### src/rtl/esamp_pkg.sv
// Shared types and constants for the edge uniform sampler.
`default_nettype none
package esamp_pkg;

    // Widths of the internal datapath.
    localparam int MAG_W  = 33;
    localparam int SUM_W  = 66;
    localparam int ROOT_W = 33;
    localparam int REM_W  = 35;
    localparam int Q_W    = 7;
    localparam int ACC_W  = 40;
    localparam int IDX_W  = 6;
    localparam int QDEPTH = 2;
    localparam int QPTR_W = 1;

    // One input item: the two endpoints of an edge.
    typedef struct packed {
        logic signed [31:0] from_x;
        logic signed [31:0] from_y;
        logic signed [31:0] from_z;
        logic signed [31:0] to_x;
        logic signed [31:0] to_y;
        logic signed [31:0] to_z;
    } seg_t;

    // One result item: a sample point on the edge.
    typedef struct packed {
        logic signed [31:0] point_x;
        logic signed [31:0] point_y;
        logic signed [31:0] point_z;
        logic [IDX_W-1:0]   sample_index;
        logic               last;
        logic               clipped;
    } sample_t;

    // Classified edge handed from the front part to the back part.
    typedef struct packed {
        logic signed [31:0] from_x;
        logic signed [31:0] from_y;
        logic signed [31:0] from_z;
        logic [2:0]         neg;
        logic [MAG_W-1:0]   mag_x;
        logic [MAG_W-1:0]   mag_y;
        logic [MAG_W-1:0]   mag_z;
        logic [IDX_W-1:0]   n;
        logic               clip;
    } job_t;

endpackage
`default_nettype wire

### src/rtl/esamp_front.sv
// Front part: takes an edge, finds its length and the sample count.
`default_nettype none
module esamp_front #(
    parameter int unsigned MAX_SAMPLES = 64
) (
    input  wire logic             clk,
    input  wire logic             rst_n,
    input  wire logic             start,
    output logic                  busy,
    input  wire esamp_pkg::seg_t  seg,
    input  wire logic [31:0]      spacing,
    output esamp_pkg::job_t       job,
    output logic                  push_valid,
    input  wire logic             push_ready
);

    localparam logic [2:0] ST_IDLE = 3'd0;
    localparam logic [2:0] ST_SQ   = 3'd1;
    localparam logic [2:0] ST_ROOT = 3'd2;
    localparam logic [2:0] ST_CNT  = 3'd3;
    localparam logic [2:0] ST_PUSH = 3'd4;

    localparam logic [esamp_pkg::Q_W-1:0]   MAX_Q = esamp_pkg::Q_W'(MAX_SAMPLES);
    localparam logic [esamp_pkg::IDX_W-1:0] N_MAX = esamp_pkg::IDX_W'(MAX_SAMPLES - 1);

    logic [2:0]                     state_reg, state_next;
    logic [5:0]                     cnt_reg, cnt_next;
    logic signed [31:0]             from_reg [3];
    logic [2:0]                     neg_reg;
    logic [esamp_pkg::MAG_W-1:0]    mag_reg [3];
    logic [esamp_pkg::SUM_W-1:0]    sum_reg, sum_next;
    logic [esamp_pkg::REM_W-1:0]    rem_reg, rem_next;
    logic [esamp_pkg::ROOT_W-1:0]   root_reg, root_next;
    logic [esamp_pkg::ACC_W-1:0]    acc_reg, acc_next;
    logic [esamp_pkg::Q_W-1:0]      q_reg, q_next;

    logic                           accept;
    logic [32:0]                    diff [3];
    logic [esamp_pkg::MAG_W-1:0]    mag_sel;
    logic [esamp_pkg::SUM_W-1:0]    prod;
    logic [esamp_pkg::REM_W+1:0]    rem_sh, root_test;
    logic [esamp_pkg::ACC_W-1:0]    trial;

    assign busy   = (state_reg != ST_IDLE);
    assign accept = start && !busy;

    // Coordinate differences, 33 bits so they never overflow.
    assign diff[0] = {seg.to_x[31], seg.to_x} - {seg.from_x[31], seg.from_x};
    assign diff[1] = {seg.to_y[31], seg.to_y} - {seg.from_y[31], seg.from_y};
    assign diff[2] = {seg.to_z[31], seg.to_z} - {seg.from_z[31], seg.from_z};

    // One square per cycle, accumulated into the squared length.
    assign mag_sel = mag_reg[cnt_reg[1:0]];
    assign prod    = esamp_pkg::SUM_W'(mag_sel) * esamp_pkg::SUM_W'(mag_sel);

    // Square root digit step: two radicand bits per cycle.
    assign rem_sh    = {rem_reg, sum_reg[esamp_pkg::SUM_W-1 -: 2]};
    assign root_test = {2'b00, root_reg, 2'b01};

    // Count step: one quotient bit of root / spacing per cycle.
    assign trial = acc_reg + (esamp_pkg::ACC_W'(spacing) << cnt_reg[2:0]);

    always_comb
    begin
        state_next = state_reg;
        cnt_next   = cnt_reg;
        sum_next   = sum_reg;
        rem_next   = rem_reg;
        root_next  = root_reg;
        acc_next   = acc_reg;
        q_next     = q_reg;
        unique case (state_reg)
            ST_IDLE:
            begin
                if (accept)
                begin
                    state_next = ST_SQ;
                    cnt_next   = '0;
                    sum_next   = '0;
                end
            end
            ST_SQ:
            begin
                sum_next = sum_reg + prod;
                cnt_next = cnt_reg + 6'd1;
                if (cnt_reg == 6'd2)
                begin
                    state_next = ST_ROOT;
                    cnt_next   = 6'(esamp_pkg::ROOT_W - 1);
                    rem_next   = '0;
                    root_next  = '0;
                end
            end
            ST_ROOT:
            begin
                sum_next = sum_reg << 2;
                if (rem_sh >= root_test)
                begin
                    rem_next  = esamp_pkg::REM_W'(rem_sh - root_test);
                    root_next = {root_reg[esamp_pkg::ROOT_W-2:0], 1'b1};
                end
                else
                begin
                    rem_next  = rem_sh[esamp_pkg::REM_W-1:0];
                    root_next = {root_reg[esamp_pkg::ROOT_W-2:0], 1'b0};
                end
                cnt_next = cnt_reg - 6'd1;
                if (cnt_reg == 6'd0)
                begin
                    state_next = ST_CNT;
                    cnt_next   = 6'(esamp_pkg::Q_W - 1);
                    acc_next   = '0;
                    q_next     = '0;
                end
            end
            ST_CNT:
            begin
                if (trial <= esamp_pkg::ACC_W'(root_reg))
                begin
                    acc_next = trial;
                    q_next   = q_reg | (esamp_pkg::Q_W'(1) << cnt_reg[2:0]);
                end
                cnt_next = cnt_reg - 6'd1;
                if (cnt_reg == 6'd0)
                begin
                    state_next = ST_PUSH;
                end
            end
            ST_PUSH:
            begin
                if (push_ready)
                begin
                    state_next = ST_IDLE;
                end
            end
            default:
            begin
                state_next = ST_IDLE;
            end
        endcase
    end

    // Control registers.
    always_ff @(posedge clk or negedge rst_n)
    begin
        if (!rst_n)
        begin
            state_reg <= ST_IDLE;
            cnt_reg   <= '0;
        end
        else
        begin
            state_reg <= state_next;
            cnt_reg   <= cnt_next;
        end
    end

    // Datapath registers.
    always_ff @(posedge clk)
    begin
        sum_reg  <= sum_next;
        rem_reg  <= rem_next;
        root_reg <= root_next;
        acc_reg  <= acc_next;
        q_reg    <= q_next;
        if (accept)
        begin
            from_reg[0] <= seg.from_x;
            from_reg[1] <= seg.from_y;
            from_reg[2] <= seg.from_z;
            for (int c = 0; c < 3; c++)
            begin
                neg_reg[c] <= diff[c][32];
                mag_reg[c] <= diff[c][32] ? (~diff[c] + 33'd1) : diff[c];
            end
        end
    end

    // Classified edge toward the queue.
    always_comb
    begin
        job.from_x = from_reg[0];
        job.from_y = from_reg[1];
        job.from_z = from_reg[2];
        job.neg    = neg_reg;
        job.mag_x  = mag_reg[0];
        job.mag_y  = mag_reg[1];
        job.mag_z  = mag_reg[2];
        job.clip   = (q_reg >= MAX_Q);
        job.n      = (q_reg >= MAX_Q) ? N_MAX : q_reg[esamp_pkg::IDX_W-1:0];
    end

    assign push_valid = (state_reg == ST_PUSH);

endmodule
`default_nettype wire

### config.mk
export PLATFORM = sky130hd
export DESIGN_NAME = esamp_front
export DESIGN_NICKNAME = d
export VERILOG_FILES = /design/src/rtl/esamp_pkg.sv /design/src/rtl/esamp_front.sv
export SDC_FILE = /design/constraint.sdc
export NUM_CORES = 2
export LEC_CHECK = 0
export ABC_CLOCK_PERIOD_IN_PS = 11400
export BUFFER_PORTS_ARGS = -buffer_cell sky130_fd_sc_hd__buf_2
export CAP_MARGIN = 20
export CORE_MARGIN = 2
export CORE_UTILIZATION = 37
export CTS_CLUSTER_SIZE = 30
export DETAILED_ROUTE_END_ITERATION = 7
export GPL_ROUTABILITY_DRIVEN = 0
export MAX_ROUTING_LAYER = met4
export PLACE_DENSITY_LB_ADDON = 0.1
export SYNTH_ARGS = -nofsm -noshare
export SYNTH_HDL_FRONTEND = slang
export SYNTH_SLANG_ARGS = --single-unit
### constraint.sdc
create_clock -name clk -period 11.4 [get_ports clk]
set_clock_uncertainty 0.05 [all_clocks]
set_input_delay 2.28 -clock clk [delete_from_list [all_inputs] [get_ports clk]]
set_output_delay 2.28 -clock clk [all_outputs]
set_load 0.01 [all_outputs]
==> metrics.md <==
| Metric | Value |
|---|---|
| Async S/R FF share, synth | 0.0232 |
| Status | complete, no violations |
| Reg2reg start | cnt_reg[0]$_DFFE_PN0P_ |
| Crit Path Max Fanout | 34 |
| Vert. Die Dim | 404 µm |
| H-tree Lvls | 2 |
| Tmin final | 10.78 ns |
| First-pass GRT wire length | 297,000 µm |
| Row count | 146 |
| Avg Cell Area, Syn | 9.37 µm² |
| Worst setup SP type | register |
| Max Freq | 92.8 MHz |
| DR iter-0 viols | 2,948 |
| CTS Hold Bufs | 0 |
| Max clock buf depth | 3 |
| Slowest CP cell | dfrtp_4 |
| Clock sinks | 388 |
| CTS tree | built |
| Fill cells | 15,900 |
| Worst Hold Class | reg2reg |
| Share of layout cells above drive strength 1 | 0.110 |
| Mux contribution to synthesized area | 0.0245 |
| HPWL after DPL | 162,000 µm |
| TritonRoute pass-1 iters | 7 |
| Final Hold Fails | 0 |
| Largest net degree at the start of global routing | 82 |
| Vias | 44,700 |
| Slack of the worst reg-to-reg path | 0.62 ns |
| Post-synth top flop | edfxtp_1 |
| Vias per cell | 5.08 |
| Adder-cell area share of the yosys netlist | 0.413 |
| WP data required | 11.78 ns |
| # DRC | 0 |
| Cts bufs inserted | 54 |
| Compound-Gate Fraction of Synth Area | 0.104 |
| GRT Overall Usage | 0.250 |
| Synth-to-layout area growth | 11.3% |
| Worst r2r path cells | 32 |
| Rel. slew slack | 0.235 |
| Synth Instances | 6,304 |
| Worst setup EP type | register |
| Worst-Skew Late Latency | 0.70 ns |
| FF-to-FF End | sum_reg[63]$_DFFE_PP_ |
| Die area | 163,000 µm² |
| Post-synthesis cell type count | 95 |
| Simple-gate share of the synthesized area | 0.105 |
| Vias in the first global route | 47,500 |
| Clock-pin transition on the worst setup and hold timing paths | 0.07 ns |
| Yosys reg bits | 388 |
| Top cell by count, worst path | fa_1 |
| Nets@finish | 8,322 |
| Max reg flops | 99 |
| CP max stage delay | 0.82 ns |
| Setup crit end | sum_reg[63]$_DFFE_PP_ |
| Top cell type by total area after synthesis | fa_1 |
| Top-area cell type share of the netlist area | 0.314 |
| Worst Max-Slew Pin Slew | 1.15 ns |
| Setup-failing EPs final | 0 |
| Number of post-CTS setup repair buffers | 0 |
| Synth top area cells | fa_1, edfxtp_1, ha_1 |
| Post-Synth XOR/XNOR Area | 0.0461 |
| Syn Std Cell Area | 59,100 µm² |
| Largest family of logic cells by synthesized area | adder cells |
| Final max-slew violation count | 0 |
| Total negative slack | 0 ns |
| Initial antenna violation count | 2 |
| CP arrival | 11.16 ns |
| Area of the multi-input gates | 41,100 µm² |
| Yosys warning count | 0 |
| Register area share after synthesis | 0.196 |
| Port bufs | 434 |
| Routed Antenna Nets | 0 |
| GRT Residual Overflow | 0 |
| Starting Density | 0.373 |
| Total area of sequential cells | 11,600 µm² |
| Post_cts resized | 0 |
| Clk root buf | clkbuf_16 |
| Wire per inst | 22.4 µm |
| Crit path launch | cnt_reg[0]$_DFFE_PN0P_ |
| Type of the worst setup path | reg2reg |
| Final worst path period share | 0.946 |
| Max Cap Violations | 0 |
| Mapped Nets | 7,928 |
| Die W | 404 µm |
| Top-Level Pins | 435 |
| RSZ-0062 raised after global routing | false |
| EDFF count, synth | 379 |
| Core Box Area | 159,000 µm² |
| WL final | 198,000 µm |
[cells in the final DEF (no fill, tap or decap), drive strengths merged, types with 11 or more instances in the layout]
cell type / n
o22ai: 32
xor2: 111
nor4: 18
o21a: 60
nor3b: 13
nand2: 512
or2: 16
ha: 469
xnor2: 200
edfxtp: 379
nor3: 61
or3: 16
o211ai: 23
clkinv: 30
nand2b: 31
mux2i: 75
fa: 927
o31ai: 17
a211oi: 23
a31oi: 47
a21boi: 11
o21bai: 40
nand3: 60
nor2b: 26
a21o: 138
and2: 57
nand4: 44
nor2: 477
inv: 1532
buf: 542
and3: 30
o21ai: 196
mux2: 28
a21oi: 270
clkbuf: 65
mux4: 17
[worst max-delay path: cells and delay by family, from the launching register on]
kind | cells | cell delay [ns]
muxes | 2 | 0.54
and+or+nand+nor | 5 | 0.85
adders and majority gates | 9 | 4.32
DFF | 1 | 0.82
buffers and inverters | 8 | 1.72
AOI/OAI and AO/OA | 8 | 2.21
[metrics by stage]
step            util  setup slack (ns)  instances  hold slack, ns  instance area, µm²
2_1_floorplan      -             0.137       6304           0.435               59100
3_3_place_gp   0.404              1.01       8714           0.470               64100
3_5_place_dp   0.404             0.871       8714           0.469               64100
4_1_cts        0.415             0.818       8811           0.476               65800
5_1_grt        0.415             0.206       8812           0.515               65800
6_report       0.415             0.621       8813           0.469               65800
[synth_stat cells, drive strengths merged (17+ instances only)]
library cell,number
xor2,111
inv,1529
ha,469
o21ai,196
a21oi,270
edfxtp,379
a21o,138
nor4,18
and3,30
o21bai,40
nand2b,31
nor2b,26
nor3,61
mux2i,75
a31oi,47
xnor2,200
buf,22
fa,927
o211ai,23
nand2,512
o31ai,17
o22ai,32
nor2,477
nand4,44
mux2,28
nand3,60
a211oi,23
o21a,60
clkbuf,182
mux4,17
and2,57
[worst min path at each step]
stage | from | end | slack [ns] | cells after the start
after floorplan | cnt_reg[4]$_DFFE_PN0P_ | cnt_reg[4]$_DFFE_PN0P_ | 0.43 | 1
after detailed placement | cnt_reg[4]$_DFFE_PN0P_ | cnt_reg[4]$_DFFE_PN0P_ | 0.47 | 1
final | cnt_reg[4]$_DFFE_PN0P_ | cnt_reg[4]$_DFFE_PN0P_ | 0.47 | 1
after global routing | cnt_reg[4]$_DFFE_PN0P_ | cnt_reg[4]$_DFFE_PN0P_ | 0.52 | 1
after CTS | cnt_reg[4]$_DFFE_PN0P_ | cnt_reg[4]$_DFFE_PN0P_ | 0.48 | 1
after global placement | cnt_reg[4]$_DFFE_PN0P_ | cnt_reg[4]$_DFFE_PN0P_ | 0.47 | 1
[cells by family (layout without fill, tap and decap cells)]
family | count (synthesis) | count (layout)
buffers and inverters | 1740 | 2175
other | 0 | 2
AO/OA/AOI/OAI | 960 | 960
multiplexers | 120 | 120
XOR/XNOR | 311 | 311
flip-flops | 388 | 388
adder cells (fa/ha/maj) | 1396 | 1396
AND/OR/NAND/NOR | 1389 | 1389
[final cells by class]
| type | count | area share |
|---|---|---|
| multi-input cells | 4176 | 0.624 |
| flip-flops and latches | 388 | 0.177 |
| clock buffers | 65 | 0.0216 |
| repair buffers | 542 | 0.0459 |
| inverters | 1536 | 0.0876 |
| diodes | 2 | 0.0000761 |
| well taps | 2072 | 0.0394 |
| clock inverters | 32 | 0.00430 |
[per-layer routing]
layer	track usage	share of wire	vias up	wire length, µm
li1	-	-	20800	-
met2	0.407	0.48	1179	93900
met4	0.0566	0.024	0	4830
met5	-	0	-	0
met3	0.0391	0.056	225	11000
met1	0.329	0.45	22500	88000
Power is left out: the tool's default activity adds up to more than one toggle a clock period on the data nets, which glitch-free logic cannot reach.
