## src/rtl/esamp_pkg.sv

```systemverilog
// Shared types and constants for the edge uniform sampler.
`default_nettype none
package esamp_pkg;

    // Widths of the internal datapath.
    localparam int MAG_W  = 33;
    localparam int SUM_W  = 66;
    localparam int ROOT_W = 33;
    localparam int REM_W  = 35;
    localparam int Q_W    = 7;
    localparam int ACC_W  = 40;
    localparam int IDX_W  = 6;
    localparam int QDEPTH = 2;
    localparam int QPTR_W = 1;

    // One input item: the two endpoints of an edge.
    typedef struct packed {
        logic signed [31:0] from_x;
        logic signed [31:0] from_y;
        logic signed [31:0] from_z;
        logic signed [31:0] to_x;
        logic signed [31:0] to_y;
        logic signed [31:0] to_z;
    } seg_t;

    // One result item: a sample point on the edge.
    typedef struct packed {
        logic signed [31:0] point_x;
        logic signed [31:0] point_y;
        logic signed [31:0] point_z;
        logic [IDX_W-1:0]   sample_index;
        logic               last;
        logic               clipped;
    } sample_t;

    // Classified edge handed from the front part to the back part.
    typedef struct packed {
        logic signed [31:0] from_x;
        logic signed [31:0] from_y;
        logic signed [31:0] from_z;
        logic [2:0]         neg;
        logic [MAG_W-1:0]   mag_x;
        logic [MAG_W-1:0]   mag_y;
        logic [MAG_W-1:0]   mag_z;
        logic [IDX_W-1:0]   n;
        logic               clip;
    } job_t;

endpackage
`default_nettype wire

```

## src/rtl/esamp_queue.sv

```systemverilog
// Short queue of classified edges between the front and back parts.
`default_nettype none
module esamp_queue (
    input  wire logic             clk,
    input  wire logic             rst_n,
    input  wire esamp_pkg::job_t  wr_job,
    input  wire logic             wr_valid,
    output logic                  wr_ready,
    output esamp_pkg::job_t       rd_job,
    output logic                  rd_valid,
    input  wire logic             rd_ready
);

    esamp_pkg::job_t                 mem [esamp_pkg::QDEPTH];
    logic [esamp_pkg::QPTR_W-1:0]    wptr_reg, rptr_reg;
    logic [esamp_pkg::QPTR_W:0]      count_reg;
    logic                            do_wr, do_rd;

    assign wr_ready = (count_reg != (esamp_pkg::QPTR_W+1)'(esamp_pkg::QDEPTH));
    assign rd_valid = (count_reg != '0);
    assign do_wr    = wr_valid && wr_ready;
    assign do_rd    = rd_valid && rd_ready;
    assign rd_job   = mem[rptr_reg];

    // Pointers and fill count.
    always_ff @(posedge clk or negedge rst_n)
    begin
        if (!rst_n)
        begin
            wptr_reg  <= '0;
            rptr_reg  <= '0;
            count_reg <= '0;
        end
        else
        begin
            if (do_wr)
            begin
                wptr_reg <= wptr_reg + 1'b1;
            end
            if (do_rd)
            begin
                rptr_reg <= rptr_reg + 1'b1;
            end
            if (do_wr && !do_rd)
            begin
                count_reg <= count_reg + 1'b1;
            end
            else if (do_rd && !do_wr)
            begin
                count_reg <= count_reg - 1'b1;
            end
        end
    end

    // Entry storage.
    always_ff @(posedge clk)
    begin
        if (do_wr)
        begin
            mem[wptr_reg] <= wr_job;
        end
    end

endmodule
`default_nettype wire

```

## config.mk

```make
export PLATFORM = sky130hd
export DESIGN_NAME = esamp_queue
export DESIGN_NICKNAME = d
export VERILOG_FILES = /design/src/rtl/esamp_pkg.sv /design/src/rtl/esamp_queue.sv
export SDC_FILE = /design/constraint.sdc
export NUM_CORES = 1
export LEC_CHECK = 0
export BUFFER_PORTS_ARGS = -buffer_cell sky130_fd_sc_hd__buf_2
export CAP_MARGIN = 15
export CORE_ASPECT_RATIO = 1.75
export CORE_UTILIZATION = 56
export CTS_BUF_LIST = sky130_fd_sc_hd__clkbuf_8 sky130_fd_sc_hd__clkbuf_16
export DETAILED_ROUTE_END_ITERATION = 12
export GPL_TIMING_DRIVEN = 0
export PLACE_DENSITY = 0.84
export REMOVE_ABC_BUFFERS = 1
export SLEW_MARGIN = 30
export SYNTH_ARGS = -nofsm -noshare
export SYNTH_HDL_FRONTEND = slang
export SYNTH_SLANG_ARGS = --single-unit
```

## constraint.sdc

```tcl
create_clock -name clk -period 27.6 [get_ports clk]
set_clock_uncertainty 0.2 [all_clocks]
set_input_delay 4.14 -clock clk [delete_from_list [all_inputs] [get_ports clk]]
set_output_delay 4.14 -clock clk [all_outputs]
set_load 0.02 [all_outputs]
```

==> results of run 1 <==
-- final cells by class --
cell class	instances	area, sq um	area share, %
antenna	15	37.5	0.191
clock buffer	37	926	4.71
clock inverter	28	256	1.30
inverter	1	3.75	0.0191
multi-input combinational	218	2940	14.9
sequential	414	12400	63.1
tap	369	462	2.35
timing repair buffer	437	2630	13.4
-- per-layer routing --
layer	vias up	GRT usage, %	wire, um
met4	6	13.4	1620
li1	3541	-	-
met3	99	5.95	2080
met2	358	41.9	17900
met5	-	0	34
met1	3977	20.3	10100
-- stage by stage --
stage | hold WS (ps) | total power [uW] | util [%] | setup WS, ps | cell area [sq um]
2_1_floorplan | 256 | 1580 | - | 13890 | 15300
3_3_place_gp | 276 | 1880 | 65.4 | 9360 | 17900
3_5_place_dp | 284 | 1740 | 67.5 | 21420 | 18400
4_1_cts | 299 | 2240 | 71.8 | 20830 | 19600
5_1_grt | 339 | 2310 | 72.0 | 20790 | 19700
6_report | 300 | 2220 | 72.0 | 20880 | 19700
-- cell families after synthesis --
group	synth area share [%]
buffers and inverters	1.45
AND/OR/NAND/NOR	0.217
multiplexers	18.2
XOR/XNOR	0.281
flip-flops	79.8
adder cells (fa/ha/maj)	0.0804
-- cell usage in the layout, fill, tap and decap left out --
cell type,netlist,routed
sky130_fd_sc_hd__clkbuf_16,0,37
sky130_fd_sc_hd__dfrtp_4,0,1
sky130_fd_sc_hd__mux2_2,65,65
sky130_fd_sc_hd__buf_12,0,7
sky130_fd_sc_hd__xor2_1,2,2
sky130_fd_sc_hd__nor2_4,0,1
sky130_fd_sc_hd__buf_16,0,15
sky130_fd_sc_hd__inv_6,0,4
sky130_fd_sc_hd__ha_1,1,1
sky130_fd_sc_hd__nand2b_1,1,1
sky130_fd_sc_hd__clkinv_2,0,8
sky130_fd_sc_hd__clkinv_4,0,1
sky130_fd_sc_hd__nor2_1,2,1
sky130_fd_sc_hd__nand2_1,2,2
sky130_fd_sc_hd__diode_2,0,15
sky130_fd_sc_hd__edfxtp_1,410,410
sky130_fd_sc_hd__clkinvlp_4,0,3
sky130_fd_sc_hd__inv_1,1,4
sky130_fd_sc_hd__mux2_4,140,140
sky130_fd_sc_hd__clkinv_1,0,5
sky130_fd_sc_hd__and3_4,0,1
sky130_fd_sc_hd__buf_2,6,415
sky130_fd_sc_hd__bufinv_16,0,4
sky130_fd_sc_hd__dfrtp_1,4,3
sky130_fd_sc_hd__or2_2,1,1
sky130_fd_sc_hd__xnor2_1,3,3
-- final timing paths --
check	endpoint	slack (ps)	depth (start not counted)
max	rd_job[22]	20880	4
min in group asynchronous	count_reg[1]$_DFFE_PN0P_	3200	1
min reg2reg	count_reg[1]$_DFFE_PN0P_	300	1
min	count_reg[1]$_DFFE_PN0P_	300	1
max in group asynchronous	rptr_reg$_DFFE_PN0P_	23860	1
max reg2reg	mem[0][6]$_DFFE_PP_	25070	7
-- report_power, final --
part / leakage, uW / internal (uW) / switching [uW]
sequential: 0.00385 / 858 / 42.3
clock: 0.000590 / 284 / 216
combinational: 0.00333 / 362 / 459
total: 0.00777 / 1500 / 718
==> impl.org, run 1 <==
** Setup path
- For this run, the slowest stage of the critical path takes between 600 and 700 ps.
- Worst setup path startpoint :: rptr_reg$_DFFE_PN0P_
- Max FO, Critical Path :: 36
- Sort of element at the start of the critical path :: register
- Together, buffers and inverters on the worst path number 3.
- Kind of critical path :: register to output pin
- Critical Path Sink Type :: output pin
- CP arrival :: 2380 ps
- For the worst setup path, the data required time is around 23,000 ps.
- The slowest stage of the critical path belongs to the cell sky130_fd_sc_hd__dfrtp_4.
- Crit Reg-Reg Startpoint :: count_reg[0]$_DFFE_PN0P_
- Largest delay share family, worst path :: buffers and inverters
- Cell-by-cell trace of the critical path :: buf_16, buf_12, mux2_2, buf_2

** Floorplanning
- For this design the top-level I/O count stands at about 420.
- Placement Rows :: 80
- Vertical die dimension :: 223 um
- From left edge to right edge, the die measures approximately 130 um.
- DIE AREA :: ~28,000 sq um
- Area of the core region :: 27,300 sq um
- Initial Util :: between 50% and 60%

** Layout
- Fraction of layout instances using a drive strength above 1 :: 61.9%
- Counting the fill cells in the layout gives between 1.5k and 2k.
- Syn-to-layout area delta :: 26.4%
- Final net count :: ~1.3k
- Flip-flop count of the largest register after layout :: approximately 400
- For this run, the number of standard cells in the final layout without fillers is around 1.5k.

** Timing
- Worst slew margin relative to its limit :: between 60% and 70%
- The worst path in the final design needs a cycle of roughly 6700 ps, including I/O delays and setup.
- Total setup violations reported at the end of the flow :: 0
- Slew at the pin closest to its max-slew limit :: 591 ps
- Final-report max-slew violation count :: 0
- Number of failing hold endpoints at the final stage :: 0
- For this run, the top clock speed supported by timing is 0.149 GHz.
- Ratio of final minimum period to clock period :: between 20% and 30%
- RSZ-0062 raised after global routing :: false
- Sum Neg Setup Slack :: 0 ps

** Clock network
- TritonCTS buffer count :: 37
- In this run the post-CTS setup repair buffer count came out at 0.
- Counting along the longest clock path gives a buffer depth of 3.
- Clock-pin slew was measured on the worst setup and hold paths at 60 ps.
- Root buffer cell :: sky130_fd_sc_hd__clkbuf_16
- The clock drives approximately 410 sinks.
- TritonCTS built the clock tree.
- Deepest level of the CTS H-tree :: 2
- Post-CTS Hold Buffers :: 0
- After clock tree synthesis, the repair step resized 0 gates.
- At the later pin of the worst-skew pair, clock insertion delay measures around 530 ps.

** Routing
- Antenna Violating Nets Remaining :: 0
- In the routed design, unresolved DRC markers number 0.
- The first detailed-routing pass ran for 4 iterations.
- Detail-routed via count per cell :: around 5.3
- In the final routed layout, each cell accounts on average for roughly 21 um.
- The final layout contains routed wiring with a total length of 31,800 um.
- After the first detailed-routing iteration, the DRC count stood at roughly 360.
- Overall via count from detail_route :: about 8k

** Placed design
- Port Buffers :: approximately 420
- Detailed placement ended at an HPWL of approximately 22,000 um.
- Routability-driven placement finished with a final weighted congestion of around 0.8.
- Once placement completed, the tool counted placed cells totaling 1,439.

** Synthesis
- Mean cell area of the mapped netlist :: around 24 sq um
- Most common cell in the netlist :: sky130_fd_sc_hd__edfxtp_1
- Number of synthesized flops with an enable pin :: 410
- Asr flop ratio synth :: 0.966%
- Sequential cell area fraction in the yosys report :: 79.8%
- Yosys warns :: 0
- Synthesis produced between 600 and 700 cells.
- Most common library cells after synthesis :: 410 x sky130_fd_sc_hd__edfxtp_1, 140 x sky130_fd_sc_hd__mux2_4, 65 x sky130_fd_sc_hd__mux2_2
- Post-synth cell types :: 15
- Biggest area contributors in the synthesized netlist :: sky130_fd_sc_hd__edfxtp_1 79%, sky130_fd_sc_hd__mux2_4 14%, sky130_fd_sc_hd__mux2_2 4.7%, sky130_fd_sc_hd__buf_6 1.2%, sky130_fd_sc_hd__dfrtp_1 0.64%
- Post-synthesis instance area :: 15,600 sq um
- Share of the synthesized area in the top cell type :: between 70% and 80%
- Flop and latch count out of synthesis :: between 400 and 500
- Library cell with the largest summed area after synthesis :: sky130_fd_sc_hd__edfxtp_1
- The most used flip-flop cell after synthesis is sky130_fd_sc_hd__edfxtp_1.

** Worst hold path
- In this run the most critical hold path is launched from count_reg[1]$_DFFE_PN0P_.
- Worst min path class :: register to register

** Run status
- Run status :: completed

** Power
- For this design the ratio of total power to cell area is approximately 110 nW/um^2.
- Maximum ir drop on the vdd rail :: roughly 0.089 mV
- The analysis attributes to cell leakage a power of roughly 0.0078 uW.

** Global routing
- Initial antenna violation count :: 18
- Overall routing resource usage :: 22.1%
- Global-route wire length before repair :: roughly 46,000 um
- The total overflow left after global routing is 0.
- Vias in the first global route :: 8,478
- Pin count of the biggest net entering global routing :: 46

** Run
- Number of violations of the max-capacitance limit :: 0
(Power assumes the default switching activity.)
==> inputs of run 2 (changes only) <==
- CORE_UTILIZATION: 56 -> 52
- PLACE_DENSITY: 0.84 -> 0.79
- clock period: 27.6 -> 6.6 ns (I/O delays scaled with it)
==> run 2 against run 1 <==
Effect of this change: core utilization fell by 5.0 points; cell area rose by 0.11%; power rose to 4.2 times the previous value; non-clock buffer count rose by 1; critical endpoint is now rd_job[6].
==> impl.org, run 2 (same netlist as run 1, synthesis figures left out) <==
** Floorplanning
- Measured along the x axis, the die boundary spans 133 um.
- The die covers about 31,000 sq um.
- For this design the top-level I/O count stands at roughly 420.
- The core region is 29,400 sq um.
- Vertical die dimension :: 231 um
- Row generation in the floorplan step produced 83 rows.
- Initial Util :: 52.9%

** Run
- The tool flagged a number of max-cap violations equal to 0.

** Power
- The clock network is responsible for 22.5% of the overall power.
- Summed over all cells, the static leakage comes to about 0.008 uW.
- Power spread over the standard cell area amounts to approximately 470 nW/um^2.
- Power share of the sequential group :: between 40% and 50%
- The internal power of the cells totals ~6300 uW.
- Maximum ir drop on the vdd rail :: between 0.4 and 0.5 mV
- Power dissipated by switching net loads :: between 2000 and 3000 uW
- Power share of the combinational group :: between 30 and 40%
- Switching part of the total power :: between 30 and 40%
- The completed layout was analyzed and its total power is about 9000 uW.

** Setup path
- Among the stages of the critical path, the cell type that occurs most often is sky130_fd_sc_hd__buf_12.
- The most critical setup path has its startpoint at rptr_reg$_DFFE_PN0P_.
- Together, buffers and inverters on the worst path number 4.
- Sort of element at the start of the critical path :: register
- Endpoint of the worst-slack reg-to-reg timing path :: mem[0][82]$_DFFE_PP_
- The critical path is of the register to output pin type.
- Crit path depth :: 5
- Largest delay share family, worst path :: buffers and inverters
- On the critical path, the stage with the largest delay is an instance of sky130_fd_sc_hd__dfrtp_4.
- In this run the worst path has a maximum fanout of 34.
- In this run the critical register-to-register path is launched from count_reg[0]$_DFFE_PN0P_.
- The worst setup path is captured at an output pin.
- For flop-to-flop paths, the worst setup slack is between 4000 and 5000 ps.
- Worst r2r path cells :: 7
- Cell-by-cell trace of the critical path :: buf_12, buf_12, buf_12, mux2_2, buf_2
- CP endpoint :: rd_job[6]
- Data required, critical path :: between 5000 and 6000 ps
- CP max stage delay :: 540 ps
- CP arrival :: approximately 2400 ps

** Clock network
- Post-CTS Hold Buffers :: 0
- Number of setup buffers added after CTS :: 0
- Buffers inserted during clock tree synthesis total 37.
- TritonCTS built the clock tree.
- In this run, post-CTS repair resized a total of 0 instances.
- The H-tree generated during clock tree synthesis spans 2 levels.
- The root buffer cell chosen for the clock tree is sky130_fd_sc_hd__clkbuf_16.
- CTS Sinks :: roughly 410
- Clock latency on the worst-skew pair, taken at its later pin, is 520 ps.
- Clock slew seen by the registers of the worst setup and hold paths :: around 70 ps
- CTS Buffer Depth :: 3

** Layout
- In the final design database the tool counted ~1.3k nets.
- Leaving out fill and tap cells, the most frequent cell in the layout is sky130_fd_sc_hd__buf_2.
- Flip-flop count of the largest register after layout :: between 400 and 500
- Flip-flop and latch area :: between 10,000 and 15,000 sq um
- Fraction of layout instances using a drive strength above 1 :: between 60% and 70%
- In the final layout, the multi-input gates occupy around 2900 sq um.
- Syn-to-layout area delta :: 26.5%
- The library cells used most frequently in the layout, excluding fill and tap cells, are 415 x sky130_fd_sc_hd__buf_2, 410 x sky130_fd_sc_hd__edfxtp_1, 140 x sky130_fd_sc_hd__mux2_4, 65 x sky130_fd_sc_hd__mux2_2, 39 x sky130_fd_sc_hd__clkbuf_16.
- FILL cells :: ~1.9k
- For this run, the number of standard cells in the final layout without fillers is around 1.5k.
- Final design area excluding fillers :: between 15,000 and 20,000 sq um

** Global routing
- Grt total ovfl :: 0
- The first global-routing pass estimated roughly 46,000 um of wire.
- For this run, the total global-route usage over all layers was measured as between 20% and 30%.
- Vias in the first global route :: between 8k and 9k
- Entering global routing, the biggest net connects 43 pins.
- The initial antenna violation count is 15.

** Placed design
- DP Area :: between 15,000 and 20,000 sq um
- Port Buffers :: just over 400
- The HPWL after detailed placement is 22,700 um.
- Placed instance count :: between 1k and 1.5k
- The congestion estimate from routability-driven global placement came to about 0.8.
- Pre-CTS worst setup slack :: approximately 3500 ps

** Timing
- Final setup slack of the worst path :: 2970 ps
- Final-report max-slew violation count :: 0
- Based on the critical path, the design can be clocked at up to between 0.2 and 0.3 GHz.
- Ratio of final minimum period to clock period :: about 55%
- Worst slew margin relative to its limit :: 78.9%
- Slew at the pin closest to its max-slew limit :: 316 ps
- The number of hold-slack violations in the final timing report came to 0.
- Setup repair after global routing left no endpoint under its margin.
- Worst slack on hold paths :: between 50 and 60 ps
- Total setup violations reported at the end of the flow :: 0
- After layout, the minimum clock period comes to ~3600 ps.

** Routing
- Number of design-rule violations left by the first detailed-router iteration :: 314
- Detail-routed via count per cell :: just over 5
- Post-route DRC violation count :: 0
- 1st-pass router iterations :: 4
- Total wire length :: ~31,000 um
- Antenna Violating Nets Remaining :: 0
- Detailed routing inserted a total of ~7.8k vias.
- Routed len/inst :: a little over 20 um

** Worst hold path
- Worst min path class :: primary input to asynchronous set/reset pin

** Run status
- Run status :: completed
run 2: cell count changes in the layout (fill, tap and decap cells not counted), moves of 3 or more:
cell	delta
sky130_fd_sc_hd__buf_12	+3
sky130_fd_sc_hd__inv_1	+5
sky130_fd_sc_hd__diode_2	-3
sky130_fd_sc_hd__clkinv_2	-3
run 2: metal layers:
metal,global-route usage [%],routed length (um)
met3,5.01,1780
met4,10.9,1400
met5,0,30
met1,19.9,10400
met2,38.6,17800
run 2: through the flow:
stage,TNS [ps],utilization [%]
after global routing,0,67.0
after floorplan,-1155290,-
final,0,67.0
after detailed placement,0,62.8
after CTS,0,66.9
after global placement,-3121480,60.9
run 2: power by group through the flow:
stage | Clock (uW) | Combinational [uW] | Sequential (uW)
6_report | 2090 | 3450 | 3740
5_1_grt | 2220 | 3610 | 3790
4_1_cts | 2140 | 3490 | 3750
3_5_place_dp | 0 | 3480 | 3800
3_3_place_gp | 0 | 2980 | 4230
2_1_floorplan | 0 | 2430 | 4160
run 2: worst reg2reg max path, delay by kind of cell, from the launching register on:
kind / cells / cell delay [ps]
buffers and inverters: 4 / 790
AND/OR/NAND/NOR: 3 / 610
flip-flops: 1 / 420
run 2: layout make-up:
class | count | area share, %
Antenna cell | 12 | 0.153
Clock buffer | 39 | 4.96
Clock inverter | 28 | 1.09
Inverter | 1 | 0.0191
Multi-Input combinational cell | 218 | 14.9
Sequential cell | 414 | 63.1
Tap cell | 382 | 2.43
Timing Repair Buffer | 438 | 13.4
run 2: how the worst min path moves through the flow:
stage | to | slack [ps] | depth (start not counted)
after floorplan | count_reg[1]$_DFFE_PN0P_ | 260 | 1
after global placement | count_reg[1]$_DFFE_PN0P_ | 280 | 1
after detailed placement | count_reg[1]$_DFFE_PN0P_ | 290 | 1
after CTS | wptr_reg$_DFFE_PN0P_ | 30 | 1
after global routing | rptr_reg$_DFFE_PN0P_ | 30 | 1
final | rptr_reg$_DFFE_PN0P_ | 60 | 1
==> inputs of run 3 (changes only) <==
- clock period: 6.6 -> 3.55 ns (I/O delays scaled with it)
==> run 3 against run 2 <==
Effect of this change: cell area is 10% higher; sequential cell count unchanged; power grew 91%; cell count increased by 13%; worst hold slack lost 26 ps; clock power increased by 89%; worst setup slack got worse by 2600 ps; non-clock buffer count is 204 higher.
==> impl.org, run 3 (same netlist as run 1, synthesis figures left out) <==
** Run status
- The flow ran to the end, and the final reports show no timing, DRC or antenna violations.

** Floorplanning
- Boundary pin count :: 416
- Chip width :: about 130 um
- Placement Rows :: slightly above 80
- Area of the core region :: around 30,000 sq um
- The floorplan step defined a die boundary enclosing between 30,000 and 40,000 sq um.
- The initial utilization of the core area, before any placement, comes to a little over half.
- The die is 231 um tall.

** Layout
- Flip-flop count of the largest register after layout :: 410
- The library cells used most frequently in the layout, excluding fill and tap cells, are 415 x sky130_fd_sc_hd__buf_2, 410 x sky130_fd_sc_hd__edfxtp_1, 204 x sky130_fd_sc_hd__dlygate4sd3_1, 140 x sky130_fd_sc_hd__mux2_4, 65 x sky130_fd_sc_hd__mux2_2.
- At the end of the flow, the number of nets in the layout was between 1.5k and 2k.
- Fraction of layout instances using a drive strength above 1 :: a little over half
- Flip-flop and latch area :: approximately 12,000 sq um
- The library cell used most frequently in the layout, excluding fill and tap cells, is sky130_fd_sc_hd__buf_2.
- Summing all multi-input logic gate instances after layout gives 2940 sq um.
- The area growth from synthesis to layout is 39.6%.
- FILL cells :: about 1.6k

** Power
- Overall power consumption after layout is estimated at ~18,000 uW.
- In this run the power density over the cells is 814 nW/um^2.
- Summed over all cells, the static leakage comes to 0.00865 uW.
- IR analysis of the VDD net gives a maximum drop of about 0.86 mV.

** Setup path
- Worst r2r path cells :: 7
- Critical Path Sink Type :: output pin
- Of all nets on the critical path, the largest fanout is 34.
- For the worst setup path, the data arrival time is between 2000 and 2500 ps.
- Sort of element at the start of the critical path :: register
- Data required, critical path :: 2820 ps
- Kind of critical path :: register to output pin

** Timing
- Based on the critical path, the design can be clocked at up to ~0.31 GHz.
- Number of failing hold endpoints at the final stage :: 0
- Setup repair after global routing left no endpoint under its margin.
- The final-report max-slew violation count was 0.
- Slew at the pin closest to its max-slew limit :: 319 ps
- Worst slew margin relative to its limit :: around four fifths
- The worst path meets setup with ~370 ps of slack.
- The worst path in the final design needs a cycle of 3180 ps, including I/O delays and setup.
- Ratio of final minimum period to clock period :: approximately 90%
- Total setup violations reported at the end of the flow :: 0

** Global routing
- The first global-routing pass estimated between 50,000 and 60,000 um of wire.
- For this run the aggregate overflow at the end of global routing stands at 0.
- The number of global-route vias before repair was 9,679.
- Overall routing resource usage :: 24.6%
- Initial antenna violation count :: 6
- Entering global routing, the biggest net connects 43 pins.

** Worst hold path
- The min-delay analysis places its worst path in the category primary input to register.
- Hold depth :: 1

** Clock network
- Once the clock tree was built, the setup fixing pass inserted 0 buffers.
- The H-tree was split into 2 levels.
- Clock slew seen by the registers of the worst setup and hold paths :: 60 ps
- The tree built by TritonCTS fans out to 414 sinks.
- In this run, CTS created clock tree buffers numbering 37.
- Clock latency of the later-clocked register in the worst-skew pair :: ~520 ps
- TritonCTS built the clock tree.
- Root buffer cell :: sky130_fd_sc_hd__clkbuf_16
- CTS Buffer Depth :: 3

** Routing
- Antenna Violating Nets Remaining :: 0
- The first routing iteration left about 370 violations.
- Total wire length :: 37,600 um
- The first TritonRoute pass finished after 5 iterations.
- Detail-routed via count per cell :: 5.12
- The routed layout has around 8.9k vias.
- Routed len/inst :: 21.7 um
- In the routed design, unresolved DRC markers number 0.

** Placed design
- Final weighted congestion in routability-driven placement :: slightly below 0.8
- Buffers placed on the I/O ports in this run total between 400 and 500.
- Pre-CTS worst setup slack :: 909 ps
- Detailed placer's ending HPWL :: between 20,000 and 25,000 um

** Run
- Number of violations of the max-capacitance limit :: 0
==> run 3: cell count changes in the layout (fill, tap and decap cells not counted) <==
cell and delta:
sky130_fd_sc_hd__dlygate4sd3_1 +204, sky130_fd_sc_hd__diode_2 -5
==> run 3: metrics by stage <==
step / cells / setup TNS (ps) / utilization, % / hold WS [ps] / instance area (sq um)
after floorplan: 633 / -2802300 / - / 36.9 / 15300
after global placement: 1430 / -4718920 / 60.9 / 137 / 17900
after detailed placement: 1453 / 0 / 62.8 / 142 / 18500
after CTS: 1723 / 0 / 73.8 / 1.63 / 21700
after global routing: 1731 / 0 / 73.9 / 11.1 / 21700
final: 1731 / 0 / 73.9 / 33.8 / 21700
==> run 3: layer usage <==
layer	routed length, um	global-route usage [%]
met1	12400	24.3
met2	21300	47.2
met3	1970	4.79
met4	2020	13.5
met5	0	0
==> run 3: power breakdown <==
| group | switching (uW) | internal [uW] | total (uW) |
|---|---|---|---|
| Combinational | 3760 | 2970 | 6730 |
| Clock | 1730 | 2220 | 3950 |
| Sequential | 327 | 6670 | 7000 |
==> run 3: final timing paths <==
path	slack (ps)	end	start
worst max-delay path	370	rd_job[6]	rptr_reg$_DFFE_PN0P_
worst min-delay path	30	mem[0][76]$_DFFE_PP_	wr_job[76]
min in group asynchronous	160	rptr_reg$_DFFE_PN0P_	rst_n
worst max register to register	1180	mem[0][150]$_DFFE_PP_	count_reg[0]$_DFFE_PN0P_
max in group asynchronous	2850	rptr_reg$_DFFE_PN0P_	rst_n
worst min register to register	330	count_reg[1]$_DFFE_PN0P_	count_reg[1]$_DFFE_PN0P_
==> run 3: area by class of cell <==
type | count | share of cell area, %
Antenna cell | 7 | 0.0807
Clock buffer | 39 | 4.49
Clock inverter | 28 | 0.985
Inverter | 1 | 0.0173
Multi-Input combinational cell | 218 | 13.5
Sequential cell | 414 | 57.2
Tap cell | 382 | 2.20
Timing Repair Buffer | 642 | 21.5
==> run 3: timing repair <==
action                     4_1_cts  5_1_grt
gates resized for setup          0        0
hold buffers                   203        1
hold endpoints to repair       408        1
setup endpoints to repair        0        0
==> run 3: critical path, stage by stage (launching register included) <==
cell	delay, ps
sky130_fd_sc_hd__dfrtp_4	540
sky130_fd_sc_hd__buf_12	290
sky130_fd_sc_hd__buf_12	260
sky130_fd_sc_hd__buf_12	240
sky130_fd_sc_hd__mux2_2	370
sky130_fd_sc_hd__buf_2	170
